File: config.mk
export PLATFORM = sky130hd
export DESIGN_NAME = psde_div
export DESIGN_NICKNAME = d
export VERILOG_FILES = /design/src/psde_pkg.sv /design/src/psde_div.sv
export VERILOG_INCLUDE_DIRS = /design/src /design/src/src
export SDC_FILE = /design/constraint.sdc
export NUM_CORES = 1
export LEC_CHECK = 0
export ABC_CLOCK_PERIOD_IN_PS = 4100
export BUFFER_PORTS_ARGS = -buffer_cell sky130_fd_sc_hd__buf_2
export CORE_UTILIZATION = 45
export CTS_BUF_LIST = sky130_fd_sc_hd__clkbuf_2 sky130_fd_sc_hd__clkbuf_4 sky130_fd_sc_hd__clkbuf_8
export CTS_CLUSTER_SIZE = 25
export DETAILED_ROUTE_END_ITERATION = 10
export PLACE_DENSITY = 0.67
export SLEW_MARGIN = 20
export SYNTH_ARGS = -nofsm -noshare
export SYNTH_HDL_FRONTEND = slang
export SYNTH_SLANG_ARGS = --single-unit
File: constraint.sdc
create_clock -name clk -period 4.1 [get_ports clk]
set_input_delay 0.615 -clock clk [delete_from_list [all_inputs] [get_ports clk]]
set_output_delay 0.615 -clock clk [all_outputs]
set_load 0.01 [all_outputs]
File: src/phase_slope_delay_estimator_unit_defines.svh
// Assertion macros shared by the phase-slope delay estimator RTL.
`ifndef PHASE_SLOPE_DELAY_ESTIMATOR_UNIT_DEFINES_SVH
`define PHASE_SLOPE_DELAY_ESTIMATOR_UNIT_DEFINES_SVH
`ifndef SYNTHESIS
`define PSDE_ASSERT(lbl, clk, rst, prop) \
  lbl: assert property (@(posedge clk) disable iff (rst) prop) \
    else $error("phase slope delay estimator: check failed");
`define PSDE_ASSERT_NEXT(lbl, clk, rst, ante, cons) \
  lbl: assert property (@(posedge clk) disable iff (rst) (ante) |=> (cons)) \
    else $error("phase slope delay estimator: sequence check failed");
`else
`define PSDE_ASSERT(lbl, clk, rst, prop)
`define PSDE_ASSERT_NEXT(lbl, clk, rst, ante, cons)
`endif
`endif

File: src/psde_pkg.sv
// Shared widths, constants and types of the phase-slope delay estimator.
package psde_pkg;

  localparam int W_FREQ      = 24;
  localparam int W_PHASE     = 16;
  localparam int W_CNT       = 13;
  localparam int MAX_POINTS  = 4096;
  localparam int MIN_FIT     = 3;
  localparam int W_OFF       = 14;
  localparam int W_UNW       = 31;
  localparam int W_UMAG      = 29;
  localparam int W_SF        = 37;
  localparam int W_SP        = 42;
  localparam int W_SFP       = 64;
  localparam int W_SFQ       = 60;
  localparam int W_LIMB      = 32;
  localparam int W_PROD      = 64;
  localparam int W_ACC       = 128;
  localparam int W_ANUM      = 80;
  localparam int W_ADEN      = 73;
  localparam int W_DIVN      = 113;
  localparam int W_DIVD      = 89;
  localparam int W_QUO       = 47;
  localparam int W_DELAY     = 48;
  localparam int W_STATUS    = 2;
  localparam int W_IN_TDATA  = 40;
  localparam int W_OUT_TDATA = 56;
  localparam int W_STEP      = 4;

  // pi/90 scaled by 2^36: slope in phase/freq units to delay in 2^-20 s
  localparam logic [W_LIMB-1:0] DELAY_K = 32'd2398762259;
  localparam logic signed [W_PHASE:0] HALF_TURN = 17'sd23040;

  // fit status codes
  localparam logic [W_STATUS-1:0] FIT_OK       = 2'd0;
  localparam logic [W_STATUS-1:0] FIT_FEW      = 2'd1;
  localparam logic [W_STATUS-1:0] FIT_SINGULAR = 2'd2;

  // configuration register indexes
  localparam logic CFG_BAND_LOW  = 1'b0;
  localparam logic CFG_BAND_HIGH = 1'b1;

  typedef enum logic [1:0] {
    MAC_HOLD,
    MAC_LOAD,
    MAC_ACC
  } mac_op_t;

  typedef struct packed {
    mac_op_t    op;
    logic       sub;
    logic [1:0] shift;
  } mac_cmd_t;

endpackage

File: src/psde_div.sv
// Restoring divider, one quotient bit per cycle, with quotient saturation flag.
module psde_div (
  input  logic                        clk,
  input  logic                        rst,
  input  logic                        start,
  input  logic [psde_pkg::W_DIVN-1:0] numer,
  input  logic [psde_pkg::W_DIVD-1:0] denom,
  output logic                        busy,
  output logic                        done,
  output logic [psde_pkg::W_QUO-1:0]  quot,
  output logic                        big
);
  import psde_pkg::*;
  `include "phase_slope_delay_estimator_unit_defines.svh"

  localparam int W_DCNT = $clog2(W_DIVN);

  logic [W_DIVN-1:0] nsh;
  logic [W_DIVD-1:0] rem;
  logic [W_DIVD-1:0] dsr;
  logic [W_DCNT-1:0] cnt;
  logic [W_DIVD:0]   trial;
  logic [W_DIVD:0]   diff;
  logic              fits;

  // trial subtract of the shifted remainder
  always_comb begin
    trial = {rem, nsh[W_DIVN-1]};
    diff  = trial - {1'b0, dsr};
    fits  = trial >= {1'b0, dsr};
  end

  // sequence control
  always_ff @(posedge clk) begin
    if (rst) begin
      busy <= 1'b0;
      done <= 1'b0;
      cnt  <= '0;
    end else begin
      done <= 1'b0;
      if (start) begin
        busy <= 1'b1;
        cnt  <= W_DCNT'(W_DIVN - 1);
      end else if (busy) begin
        if (cnt == '0) begin
          busy <= 1'b0;
          done <= 1'b1;
        end else begin
          cnt <= cnt - W_DCNT'(1);
        end
      end
    end
  end

  // shift numerator bits in, quotient bits out
  always_ff @(posedge clk) begin
    if (start) begin
      nsh  <= numer;
      dsr  <= denom;
      rem  <= '0;
      quot <= '0;
      big  <= 1'b0;
    end else if (busy) begin
      nsh  <= nsh << 1;
      rem  <= fits ? diff[W_DIVD-1:0] : trial[W_DIVD-1:0];
      quot <= {quot[W_QUO-2:0], fits};
      big  <= big | quot[W_QUO-1];
    end
  end

  `PSDE_ASSERT(a_rem_below_divisor, clk, rst, busy |-> (rem < dsr))
  `PSDE_ASSERT(a_start_when_free, clk, rst, start |-> !busy)
  `PSDE_ASSERT_NEXT(a_done_single, clk, rst, done, !done && !busy)

endmodule
# Word-level counts from Yosys, hierarchy flattened
# Index checks and enable logic that the tools add are counted.
dict set report totals {
  regBits 348
  elab_cells 32
}
dict set report classes {
  eq_ne 1
  bitwise_logic 3
  n_addsub 2
  muxes 10
  reduce_logical 6
  order_cmp 1
}
# op n
set ops {}
lappend ops {{113-bit 2-to-1 mux} 2}
lappend ops {{90-bit by 89-bit >= comparator with 1-bit output} 1}
lappend ops {{89-bit 2-to-1 mux} 1}
lappend ops {{89-bit subtractor} 1}
lappend ops {{7-bit 2-to-1 mux} 3}
lappend ops {{7-bit logical NOT} 1}
lappend ops {{7-bit by 1-bit subtractor with 7-bit output, second input constant} 1}
lappend ops {{1-bit 2-to-1 mux} 4}
lappend ops {{2-bit AND reduction} 2}
lappend ops {{3-bit OR reduction} 1}
lappend ops {{2-bit inequality test, second input constant} 1}
lappend ops {{1-bit NOT} 2}
lappend ops {{2-bit nonzero test} 1}
lappend ops {{2-bit OR reduction} 1}
lappend ops {{1-bit OR} 1}

# Depth between registers and ports, before layout
dict set report logic_depth {
  word_depth 4
  depth_mapped 16
}

# Worst setup path after synthesis
# No wires, ideal clock.
dict set report synth_timing {
  kind {input -> register}
  from {input port start}
  to {register nsh[0] (enable)}
  path_stages 4
  required_time_ns 3.634
  setup_slack_ns 0.359
  arrival_time_ns 3.275
  cell_sequence {clkbuf_1 -> nor2_1 -> clkbuf_1 -> inv_1}
}
dict set report synth_between {
  elab_chain_len 1
}
# element line
set synth_lines {}
lappend synth_lines {{start, declared} psde_div.sv:5} ;# input logic start,
lappend synth_lines {{2-bit nonzero test (no source line)} n/a}
lappend synth_lines {{end signal, assigned} psde_div.sv:58} ;# nsh <= numer;
lappend synth_lines {{end signal, assigned} psde_div.sv:64} ;# nsh <= nsh << 1;
lappend synth_lines {{end, declared} psde_div.sv:18} ;# logic [W_DIVN-1:0] nsh;
# Every way passes these cells.
# A chain may end at the register's enable or synchronous reset.

# Final worst setup path
dict set report layout_timing {
  from {register nsh[112]}
  to {register rem[14]}
}
dict set report layout_between {
  elab_chain_len 2
}
# element line
set layout_lines {}
lappend layout_lines {{89-bit subtractor / 90-bit by 89-bit >= comparator with 1-bit output (equally long branches)} {psde_div.sv:29, psde_div.sv:30}}
lappend layout_lines {{89-bit 2-to-1 mux *} psde_div.sv:65} ;# rem <= fits ? diff[W_DIVD-1:0] : trial[W_DIVD-1:0];
lappend layout_lines {{end signal, assigned} psde_div.sv:65}
lappend layout_lines {{end, declared} psde_div.sv:19} ;# logic [W_DIVD-1:0] rem;
# Mark *: on every way between the ends. The rest lies on a longest branch, timed or not.

==> results.yml <==
run_status:
  status: "complete, no violations"
place:
  place_congestion: 0.956
  portBuffers: 254
  hpwl_mm: 37.6
worst_hold_path:
  hp-start: "denom[55]"
  hold_path_class: "in -> reg"
  whs_endpoint: "dsr[55]"
  hold_path_depth: 1
cts:
  postCtsSetupBuffers: 0
  cts_buffers: 61
  clock_sinks: 348
  clkTransAtPathRegs_ps: 60
  tritoncts: "built"
  cts_resized: 0
  clkLatencyLatePin_ps: 690
  cts_hold_buf: 0
  clock_tree.root_cell: "clkbuf_8"
  clk_path_buf_depth: 3
  htreeDepth: 2
setup_path:
  r2r_slack_ps: 310
  worstSetupPathType: "reg -> reg"
  critPathRequiredTime_ps: 4650
  cp-start-kind: "flip-flop"
  rr_startpoint: "nsh[112]"
  r2r_cells: 15
  endpoint_kind: "flip-flop"
  critPathMaxFanout: 24
  rr_endpoint: "rem[14]"
  critPathArrivalTime_ps: 4340
synthesis:
  ys_seq_area_share_pct: 45.9
  synth.avg_cell_area_um2: 9.67
  yosys-top-cells-area: "edfxtp_1, dfxtp_1, mux2_2, ha_1, a21oi_1"
  yosysTopAreaCell: "edfxtp_1"
  yosysWarnings: 0
  synthesis.nets: 2322
  synth.distinct_cells: 83
  synthFlopType: "edfxtp_1"
  synth_cells: 2026
  synth_top_area_share_pct: 30.9
  synth_edf_count: 202
  ys_seq_elements: 348
  synth.cell_area_um2: 19600
  async_reset_ff_share_pct: 0
power_and_ir_drop:
  leakage_nw: 9.47
  powerDensity_nw_per_um2: 441
  peakVddDrop_uv: 316
die:
  coreArea_um2: 43000
  fp.dieArea_um2: 44400
  initial_core_util_pct: 45.6
  io_pins: 255
  num_rows: 76
  die_h_um: 211
  dieWidth_um: 211
global_routing:
  grt_max_degree: 183
  grt_overflow: 0
  grt_usage_pct: 23.4
  antenna_found_initial: 11
  grt_pass1_wl_mm: 83.2
  grt_pass1_vias: 15600
sta:
  fin_skew_ps: 19.5
  layout_min_cycle_time_ps: 3790
  setup_viol_count_final: 0
  hold_viol: 0
  fin_crit_sh_pct: 92.4
  tightest_slew_ps: 977
  slew_headroom_pct: 34.9
  fmax_mhz: 264
  finalMaxSlewViolations: 0
  tns_ps: 0
  rsz0062_at_grt: "false"
flow_run:
  cap_viol_max_count: 0
finish:
  post-route-util_pct: 53.1
  area_delta_synth_final_pct: 16.5
  layout-drive-gt1-share_pct: 23.1
  nets: 2546
routing:
  dr.pass1.iters: 7
  vias: 16000
  routed_wl_mm: 52.7
  drc: 0
  drtIter0Drc: 1202
  ant_nets: 0
  vias_per_cell: 5.54
  wl_per_cell_um: 18.2
==> where the power goes <==
| group | internal [mW] | total [mW] | switching, mW | leakage, nW |
|---|---|---|---|---|
| Clock | 2.16 | 3.71 | 1.55 | 0.749 |
| Combinational | 0.864 | 2.19 | 1.33 | 5.53 |
| Sequential | 4.02 | 4.16 | 0.135 | 3.20 |
| Total | 7.04 | 10.1 | 3.01 | 9.47 |
==> kinds of logic after synthesis <==
kind of cell	after synthesis	synth area share, %
muxes	172	9.53
buffers and inverters	257	5.23
DFF	348	45.9
xor gates and xnor gates	73	3.26
AOI/OAI and AO/OA	549	17.9
and+or+nand+nor	536	12.4
adders and majority gates	91	5.85
==> layout by cell type (no fill, tap or decap), types with 16 or more instances in the layout <==
| cell type | count |
|---|---|
| a211oi_1 | 56 |
| a21o_1 | 24 |
| a21oi_1 | 201 |
| buf_2 | 253 |
| buf_4 | 23 |
| clkbuf_4 | 19 |
| clkbuf_8 | 75 |
| dfxtp_1 | 145 |
| edfxtp_1 | 202 |
| ha_1 | 90 |
| inv_1 | 134 |
| mux2_2 | 117 |
| mux2i_1 | 55 |
| nand2_1 | 153 |
| nand3_1 | 18 |
| nand4_1 | 51 |
| nor2_1 | 214 |
| nor3_1 | 26 |
| o211ai_1 | 16 |
| o21ai_0 | 101 |
| o21bai_1 | 31 |
| xnor2_1 | 49 |
| xor2_1 | 24 |
==> area by class of cell <==
class | count | area, µm²
fill | 3989 | 20200
tap | 585 | 732
timing repair buffer | 282 | 1550
clock inverter | 22 | 254
inverter | 136 | 513
clock buffer | 94 | 1170
multi-input combinational | 1421 | 9600
sequential | 348 | 8990
antenna | 4 | 10.0
==> routing by layer <==
layer	vias to the layer above	GRT usage [%]	wire, µm
met4	16	8.07	1390
met2	544	36.3	23400
met5	-	0	103
met3	107	6.33	4130
met1	7493	31.5	23600
li1	7854	-	-
==> worst max-delay path, stage by stage, from the launching register on <==
cell	delay (ps)
edfxtp_1	350
inv_1	50
ha_1	200
inv_1	70
fa_1	210
a21o_1	160
a31oi_1	100
o31a_1	370
a31oi_1	320
o21ai_1	150
nand2_1	290
a41o_4	470
buf_4	350
mux2_2	380
mux2i_1	140
nor2_1	50
==> worst max-delay path by stage <==
stage,from,to,slack [ps],depth (start not counted)
2_1_floorplan,start,nsh[0],360,4
3_3_place_gp,dsr[14],rem[14],450,13
3_5_place_dp,nsh[112],rem[14],320,15
4_1_cts,nsh[112],rem[14],320,15
5_1_grt,dsr[16],rem[14],130,13
6_report,nsh[112],rem[14],310,15
==> Yosys cell counts (all sizes together), types with 4 or more instances <==
cell,number
nor2,214
a21oi,202
edfxtp,202
nand2,153
dfxtp,146
inv,135
mux2,117
o21ai,107
ha,90
clkbuf,77
a211oi,56
mux2i,55
nand4,52
xnor2,49
buf,44
o21bai,31
nor3,26
a21o,24
xor2,24
nand3,18
o211ai,17
a31oi,14
nor4,14
o21a,14
o211a,12
and3,11
nor2b,10
a21boi,9
or3,9
and2,5
o31a,5
or2,5
a2111oi,4
a221oi,4
a311oi,4
a41oi,4
nand2b,4
o22ai,4
o31ai,4
or4,4
==> stage by stage <==
step	hold slack, ps	instances	worst slack (ps)	total power [mW]	cell area (µm²)
after global placement	449	2772	452	6.36	21400
after CTS	41.8	2888	318	10.1	22800
after floorplan	437	2026	359	5.79	19600
final	95.3	2892	313	10.1	22800
after detailed placement	471	2772	324	6.39	21400
after global routing	57.3	2889	128	10.6	22800
==> state kept, by name (all words and copies together) (netlist names) <==
register / flops
nsh: 113
quot: 47
rem: 89
done: 1
big: 1
busy: 1
dsr: 89
cnt: 7
Note: power is estimated with default switching activity, not from simulation.
