File: src/phase_slope_delay_estimator_unit_defines.svh
// Assertion macros shared by the phase-slope delay estimator RTL.
`ifndef PHASE_SLOPE_DELAY_ESTIMATOR_UNIT_DEFINES_SVH
`define PHASE_SLOPE_DELAY_ESTIMATOR_UNIT_DEFINES_SVH
`ifndef SYNTHESIS
`define PSDE_ASSERT(lbl, clk, rst, prop) \
  lbl: assert property (@(posedge clk) disable iff (rst) prop) \
    else $error("phase slope delay estimator: check failed");
`define PSDE_ASSERT_NEXT(lbl, clk, rst, ante, cons) \
  lbl: assert property (@(posedge clk) disable iff (rst) (ante) |=> (cons)) \
    else $error("phase slope delay estimator: sequence check failed");
`else
`define PSDE_ASSERT(lbl, clk, rst, prop)
`define PSDE_ASSERT_NEXT(lbl, clk, rst, ante, cons)
`endif
`endif

File: src/psde_pkg.sv
// Shared widths, constants and types of the phase-slope delay estimator.
package psde_pkg;

  localparam int W_FREQ      = 24;
  localparam int W_PHASE     = 16;
  localparam int W_CNT       = 13;
  localparam int MAX_POINTS  = 4096;
  localparam int MIN_FIT     = 3;
  localparam int W_OFF       = 14;
  localparam int W_UNW       = 31;
  localparam int W_UMAG      = 29;
  localparam int W_SF        = 37;
  localparam int W_SP        = 42;
  localparam int W_SFP       = 64;
  localparam int W_SFQ       = 60;
  localparam int W_LIMB      = 32;
  localparam int W_PROD      = 64;
  localparam int W_ACC       = 128;
  localparam int W_ANUM      = 80;
  localparam int W_ADEN      = 73;
  localparam int W_DIVN      = 113;
  localparam int W_DIVD      = 89;
  localparam int W_QUO       = 47;
  localparam int W_DELAY     = 48;
  localparam int W_STATUS    = 2;
  localparam int W_IN_TDATA  = 40;
  localparam int W_OUT_TDATA = 56;
  localparam int W_STEP      = 4;

  // pi/90 scaled by 2^36: slope in phase/freq units to delay in 2^-20 s
  localparam logic [W_LIMB-1:0] DELAY_K = 32'd2398762259;
  localparam logic signed [W_PHASE:0] HALF_TURN = 17'sd23040;

  // fit status codes
  localparam logic [W_STATUS-1:0] FIT_OK       = 2'd0;
  localparam logic [W_STATUS-1:0] FIT_FEW      = 2'd1;
  localparam logic [W_STATUS-1:0] FIT_SINGULAR = 2'd2;

  // configuration register indexes
  localparam logic CFG_BAND_LOW  = 1'b0;
  localparam logic CFG_BAND_HIGH = 1'b1;

  typedef enum logic [1:0] {
    MAC_HOLD,
    MAC_LOAD,
    MAC_ACC
  } mac_op_t;

  typedef struct packed {
    mac_op_t    op;
    logic       sub;
    logic [1:0] shift;
  } mac_cmd_t;

endpackage

File: src/psde_mac.sv
// Shared 32x32 multiplier with a 128-bit limb-shifted add/subtract accumulator.
module psde_mac (
  input  logic                       clk,
  input  psde_pkg::mac_cmd_t         cmd,
  input  logic [psde_pkg::W_LIMB-1:0] op_a,
  input  logic [psde_pkg::W_LIMB-1:0] op_b,
  input  logic [psde_pkg::W_ACC-1:0]  load_val,
  output logic [psde_pkg::W_PROD-1:0] prod,
  output logic [psde_pkg::W_ACC-1:0]  acc
);
  import psde_pkg::*;

  logic [W_ACC-1:0] term;
  logic [W_ACC-1:0] addend;

  // multiply one limb pair
  assign prod = op_a * op_b;

  // place the product at its limb and pick the sign
  always_comb begin
    term   = {{(W_ACC-W_PROD){1'b0}}, prod} << {cmd.shift, 5'b0};
    addend = cmd.sub ? (~term + W_ACC'(1)) : term;
  end

  // load or accumulate
  always_ff @(posedge clk) begin
    unique case (cmd.op)
      MAC_LOAD: acc <= load_val;
      MAC_ACC:  acc <= acc + addend;
      default:  acc <= acc;
    endcase
  end

endmodule

File: config.mk
export PLATFORM = sky130hd
export DESIGN_NAME = psde_mac
export DESIGN_NICKNAME = d
export VERILOG_FILES = /design/src/phase_slope_delay_estimator_unit_defines.svh /design/src/psde_pkg.sv /design/src/psde_mac.sv
export SDC_FILE = /design/constraint.sdc
export NUM_CORES = 2
export LEC_CHECK = 0
export BUFFER_PORTS_ARGS = -buffer_cell sky130_fd_sc_hd__buf_2
export CORE_UTILIZATION = 59
export CTS_BUF_LIST = sky130_fd_sc_hd__clkbuf_4 sky130_fd_sc_hd__clkbuf_8
export CTS_CLUSTER_DIAMETER = 200
export CTS_CLUSTER_SIZE = 16
export DETAILED_ROUTE_END_ITERATION = 8
export PLACE_DENSITY = 0.84
export SLEW_MARGIN = 20
export SYNTH_ARGS = -nofsm -noshare
export SYNTH_HDL_FRONTEND = slang
export SYNTH_SLANG_ARGS = --single-unit
File: constraint.sdc
create_clock -name clk -period 19.2 [get_ports clk]
set_input_delay 3.84 -clock clk [delete_from_list [all_inputs] [get_ports clk]]
set_output_delay 3.84 -clock clk [all_outputs]
set_load 0.01 [all_outputs]
-- After elaboration in Yosys (flattened, before gate mapping)
Index checks and enable logic that the tools add are counted.
- $add $sub $neg: 2
- multiply operators: 1
- divide/modulo/power cells: 0
- $lt $le $gt $ge: 0
- equality and inequality tests: 2
- shift-type cells: 1
- mux-type cells: 2
- bitwise operators: 1
- reduce and logical (&&, ||, !) cells: 1
- operator list (kind ; number):
    one-hot mux 128 bit (2 select lines) ; 1
    adder 128 x 1 -> 128 bit, second input constant ; 1
    adder 128 bit ; 1
    2-to-1 mux 128 bit ; 1
    inverter 128 bit ; 1
    left shift 64 x 7 -> 128 bit ; 1
    multiplier 32 x 32 -> 64 bit ; 1
    equality test 2 x 1 -> 1 bit, second input constant ; 1
    equality test 2 bit, second input constant ; 1
    nonzero test 2 bit ; 1
- bits in registers: 128
- bits in latches: 0
- RAM bits: 0
- memory bits (read-only): 0
- bits of input ports: 198
- output and inout port bits: 192
- logic and storage cells: 11
- memories: 0

-- Depth between registers and ports, before layout
- depth after elaboration: 7
- depth in mapped cells: 51
- mapped depth without buffers: 48

-- Worst setup path after synthesis
OpenSTA, ideal clock, no wires.
- path kind: input to register
- start point: in op_b[2] in the netlist's numbering
- end point: reg acc[125] in the netlist's numbering (data pin)
- library setup time: 0.260 ns
- data arrival time: 15.474 ns
- required time: 18.940 ns
- slack: 3.467 ns
- stages: 46
- path buffers: 2
- cells stage by stage: clkbuf_1 > and2_1 > fa_1 > inv_1 > fa_1 > fa_1 > fa_1 > inv_1 > fa_1 > inv_1 > fa_1 > inv_1 > fa_1 > inv_1 > fa_1 > inv_1 > ha_1 > buf_2 > [... 10 more ...] > nand3_1 > o41ai_1 > xor2_1 > ha_1 > a21oi_1 > o21ai_0 > a21o_1 > a21oi_1 > o21ai_0 > a221o_1 > a311o_1 > a31o_2 > a21o_1 > a211oi_1 > o21ai_0 > a311oi_1 > xnor2_1 > mux2_2
- cells in the longest elaborated chain, start to end: 7
- RTL lines (what ; RTL line ; RTL):
    from (decl) ; psde_mac.sv:6 ; input logic [psde_pkg::W_LIMB-1:0] op_b,
    multiplier 32 x 32 -> 64 bit * ; psde_mac.sv:17 ; assign prod = op_a * op_b;
    net prod, one bit ; psde_mac.sv:8 ; output logic [psde_pkg::W_PROD-1:0] prod,
    left shift 64 x 7 -> 128 bit * ; psde_mac.sv:21 ; term = {{(W_ACC-W_PROD){1'b0}}, prod} << {cmd.shift, 5'b0};
    inverter 128 bit ; psde_mac.sv:22 ; addend = cmd.sub ? (~term + W_ACC'(1)) : term;
    adder 128 x 1 -> 128 bit ; psde_mac.sv:22 ;
    2-to-1 mux 128 bit * ; psde_mac.sv:22 ;
    adder 128 bit * ; psde_mac.sv:29 ; MAC_ACC: acc <= acc + addend;
    one-hot mux 128 bit (2 select lines) * ; psde_mac.sv:27 ; unique case (cmd.op)
    to (signal assigned) ; psde_mac.sv:28 ; MAC_LOAD: acc <= load_val;
    to (signal assigned) ; psde_mac.sv:29 ;
    to (decl) ; psde_mac.sv:9 ; output logic [psde_pkg::W_ACC-1:0] acc
Mark *: on every way through the listed nets, which the timed path passes. The rest lies on a longest branch.
A chain may end at the register's enable or synchronous reset.

-- Worst setup path after layout
- start point: in op_a[27] in the netlist's numbering
- end point: reg acc[125] in the netlist's numbering (data pin)
- cells in the longest elaborated chain, start to end: 7
- RTL lines (what ; RTL line ; RTL):
    from (decl) ; psde_mac.sv:5 ; input logic [psde_pkg::W_LIMB-1:0] op_a,
    multiplier 32 x 32 -> 64 bit * ; psde_mac.sv:17 ;
    left shift 64 x 7 -> 128 bit * ; psde_mac.sv:21 ;
    inverter 128 bit ; psde_mac.sv:22 ;
    adder 128 x 1 -> 128 bit ; psde_mac.sv:22 ;
    2-to-1 mux 128 bit * ; psde_mac.sv:22 ;
    adder 128 bit * ; psde_mac.sv:29 ;
    one-hot mux 128 bit (2 select lines) * ; psde_mac.sv:27 ;
Mark *: on every way between the ends. The rest lies on a longest branch, timed or not.

==> reports/results.ini <==
[setup_path]
end_kind=flip-flop
path_max_fanout=32
worst_ep_arrival_time_ps=18620
rrSetupSlack_ps=13260
crit_type=in -> reg
cp-startpoint=op_a[27]
rr_endpoint=acc[126]
ff2ff_path_depth=17
crit_required_ps=19470
crit_slowest_cell=nor4_1
cp-start-kind=input pin
critical_path.max_stage_delay_ps=990
critical_path.most_common_cell=fa_1
reg2reg_from=acc[0]

[routing]
wl_per_cell_microns=24.7
drc=0
num_vias=47900
drtPass1Iterations=8
wirelength_mm=188
antenna_left=0
viasPerCell=6.28
detailedRoute.firstIterationViolations=4967

[synth]
synth_top_family_by_area=adder cells
synthMuxAreaShare_pct=2.83
synth-seq-cells=128
async_flop_share_pct=0
ys_seq_area_share_pct=7.13
syn-mean-instance-area_sq_um=8.46
syn_inst=6369
synth_compound_area_share_pct=14.1
syn_area_sq_um=53900
ys_types=123
ys.flop_type=edfxtp_1
syn-num-nets=7864
synthAdderAreaFrac_pct=42.6
synth_xor_area_share_pct=4.28
synthTopCellsByArea=fa_1 33%, ha_1 9.3%, and2_1 7.3%
ys_warn_count=0
synth-simple-area-share_pct=19.6
synth.top_cell.area_share_pct=33.3
synth-edff-count=128
synth_top_area_cell=fa_1

[global_route]
top_usage_layer=met2
grt_overflow_total=0
grt_use_met1_pct=51.1
antenna_found_initial=4
grt_max_degree=71
use_met3_pct=10.2
grt_first_pass_wirelength_mm=292
grt_pass1_vias=49500
use_met2_pct=65.6
track_usage_pct=41.0

[clock_tree]
post_cts_resized=0
cts_sinks=128
root_buffer=clkbuf_8
ctsHoldBuffers=0
cts_tree=done
clockBufferDepth=2
path_clk_slew_ps=100
cts_buffers=17
post_cts_buffers=0
clk_latency_ps=510
htree_levels=4

[timing]
clock.fmax_ghz=0.0545
skew_ps=23.7
rsz0062_at_grt=false
hold_viol=0
fin_crit_ps=18350
slew_headroom_pct=20.8
setup-violations-final=0
finalCritPeriodShare_pct=95.6
slew_violations=0
whs_ps=768
tightest_slew_ps=1180
tns_ps=0

[final_layout]
reg_top3=acc x128
fin_nets=7929
top_register=acc
drive_gt1_share_pct=10.8
largest_reg_flops=128
syn_to_final_growth_pct=4.99

[die]
floorplan.initialDensity_pct=59.7
core_sq_um=90300
die_h_microns=304
chipWidth_microns=304
rows=110
die-area_sq_um=92600
io-pin-count=390

[min_path]
hold_class=reg -> reg
whs_endpoint=acc[0]
hp-start=acc[0]
whs_path_depth=2

[run_status]
status=complete, no violations

[placement]
portBuffers=389
globalplace.congestion=1.06
dp.final_hpwl_mm=153

[flow_run]
cap_violations=0

-- routing by layer --
metal | part of all wire (%) | routed length [microns] | vias to the layer above
li1 | - | - | 20900
met1 | 37 | 69600 | 23600
met2 | 46 | 86300 | 2836
met3 | 11 | 20400 | 577
met4 | 6.4 | 12000 | 4
met5 | 0.012 | 23 | -
-- worst max-delay path, delay by kind of cell --
| kind | cells | cell delay (ps) |
|---|---|---|
| fa+ha+maj | 10 | 5000 |
| compound gates | 17 | 4860 |
| simple gates | 8 | 3250 |
| buf+inv | 5 | 1050 |
| xor+xnor | 2 | 300 |
| mux | 1 | 260 |
-- how the worst max path moves through the flow --
stage,slack (ps),cells after the start,to
finish,850,43,acc[125]
global route,480,46,acc[125]
CTS,1230,43,acc[125]
detailed placement,760,43,acc[125]
global placement,900,43,acc[125]
floorplan,3470,46,acc[125]
-- synth_stat cells (12+ instances only) --
| library cell | count |
|---|---|
| o21bai_1 | 37 |
| or3_1 | 30 |
| inv_1 | 939 |
| nand3_1 | 97 |
| edfxtp_1 | 128 |
| and3_1 | 30 |
| fa_1 | 897 |
| nor2_1 | 219 |
| nor4_1 | 24 |
| xnor2_1 | 143 |
| o31ai_1 | 38 |
| mux2_2 | 123 |
| ha_1 | 400 |
| nor3_1 | 55 |
| o21a_1 | 31 |
| a31o_2 | 12 |
| a211o_1 | 18 |
| nand2b_1 | 29 |
| and4_1 | 16 |
| o22ai_1 | 15 |
| o21ai_0 | 251 |
| a22oi_1 | 22 |
| clkbuf_1 | 360 |
| nor2b_1 | 23 |
| o41ai_1 | 14 |
| a221o_1 | 12 |
| a21oi_1 | 322 |
| o31a_1 | 12 |
| a31oi_1 | 34 |
| xor2_1 | 105 |
| mux2i_1 | 14 |
| o21ai_1 | 18 |
| a211oi_1 | 33 |
| nand4_1 | 92 |
| and2_1 | 629 |
| a21boi_0 | 15 |
| or2_2 | 17 |
| buf_2 | 17 |
| o211ai_1 | 27 |
| a21o_1 | 103 |
| nand2_1 | 746 |
-- per-stage QoR --
stage	setup WS, ps	util [%]	cell area [sq um]	std cells
floorplan	3470	-	53900	6369
global placement	899	62.2	56200	7590
detailed placement	758	62.2	56200	7590
CTS	1230	62.7	56600	7622
global route	483	62.7	56600	7623
finish	853	62.7	56600	7626
-- logic make-up after synthesis --
kind of cell / Yosys count
AO/OA/AOI/OAI: 1151
flip-flops: 128
adder cells (fa/ha/maj): 1297
multiplexers: 137
XOR/XNOR: 255
buffers and inverters: 1338
AND/OR/NAND/NOR: 2063
-- cell type report --
| class | count | area (sq um) |
|---|---|---|
| multi-input combinational | 4903 | 45000 |
| fill | 7766 | 33700 |
| sequential | 128 | 3840 |
| inverter | 946 | 3560 |
| timing repair buffer | 438 | 2320 |
| tap | 1176 | 1470 |
| clock buffer | 18 | 241 |
| clock inverter | 14 | 133 |
| antenna | 3 | 7.51 |
-- cells in the final DEF (no fill, tap or decap), types with 16 or more instances in the layout --
| cell | instances |
|---|---|
| o21bai_1 | 37 |
| fa_1 | 897 |
| edfxtp_1 | 128 |
| or2_2 | 17 |
| xnor2_1 | 143 |
| a211o_1 | 18 |
| o21ai_0 | 251 |
| a21o_1 | 103 |
| inv_1 | 938 |
| a31oi_1 | 34 |
| and2_1 | 629 |
| a21oi_1 | 321 |
| nand4_1 | 92 |
| clkbuf_8 | 17 |
| buf_2 | 388 |
| a22oi_1 | 22 |
| nor3_1 | 55 |
| mux2_2 | 123 |
| xor2_1 | 105 |
| nor2b_1 | 23 |
| o21ai_1 | 18 |
| or3_1 | 30 |
| o211ai_1 | 27 |
| and3_1 | 30 |
| ha_1 | 399 |
| and4_1 | 16 |
| o21a_1 | 31 |
| a211oi_1 | 32 |
| o31ai_1 | 37 |
| nand2b_1 | 29 |
| nand3_1 | 97 |
| nand2_1 | 746 |
| nor4_1 | 23 |
| buf_4 | 50 |
| nor2_1 | 216 |
Power is not shown: default switching activity piles up to over one toggle a cycle in this logic, so the estimate is an artifact.
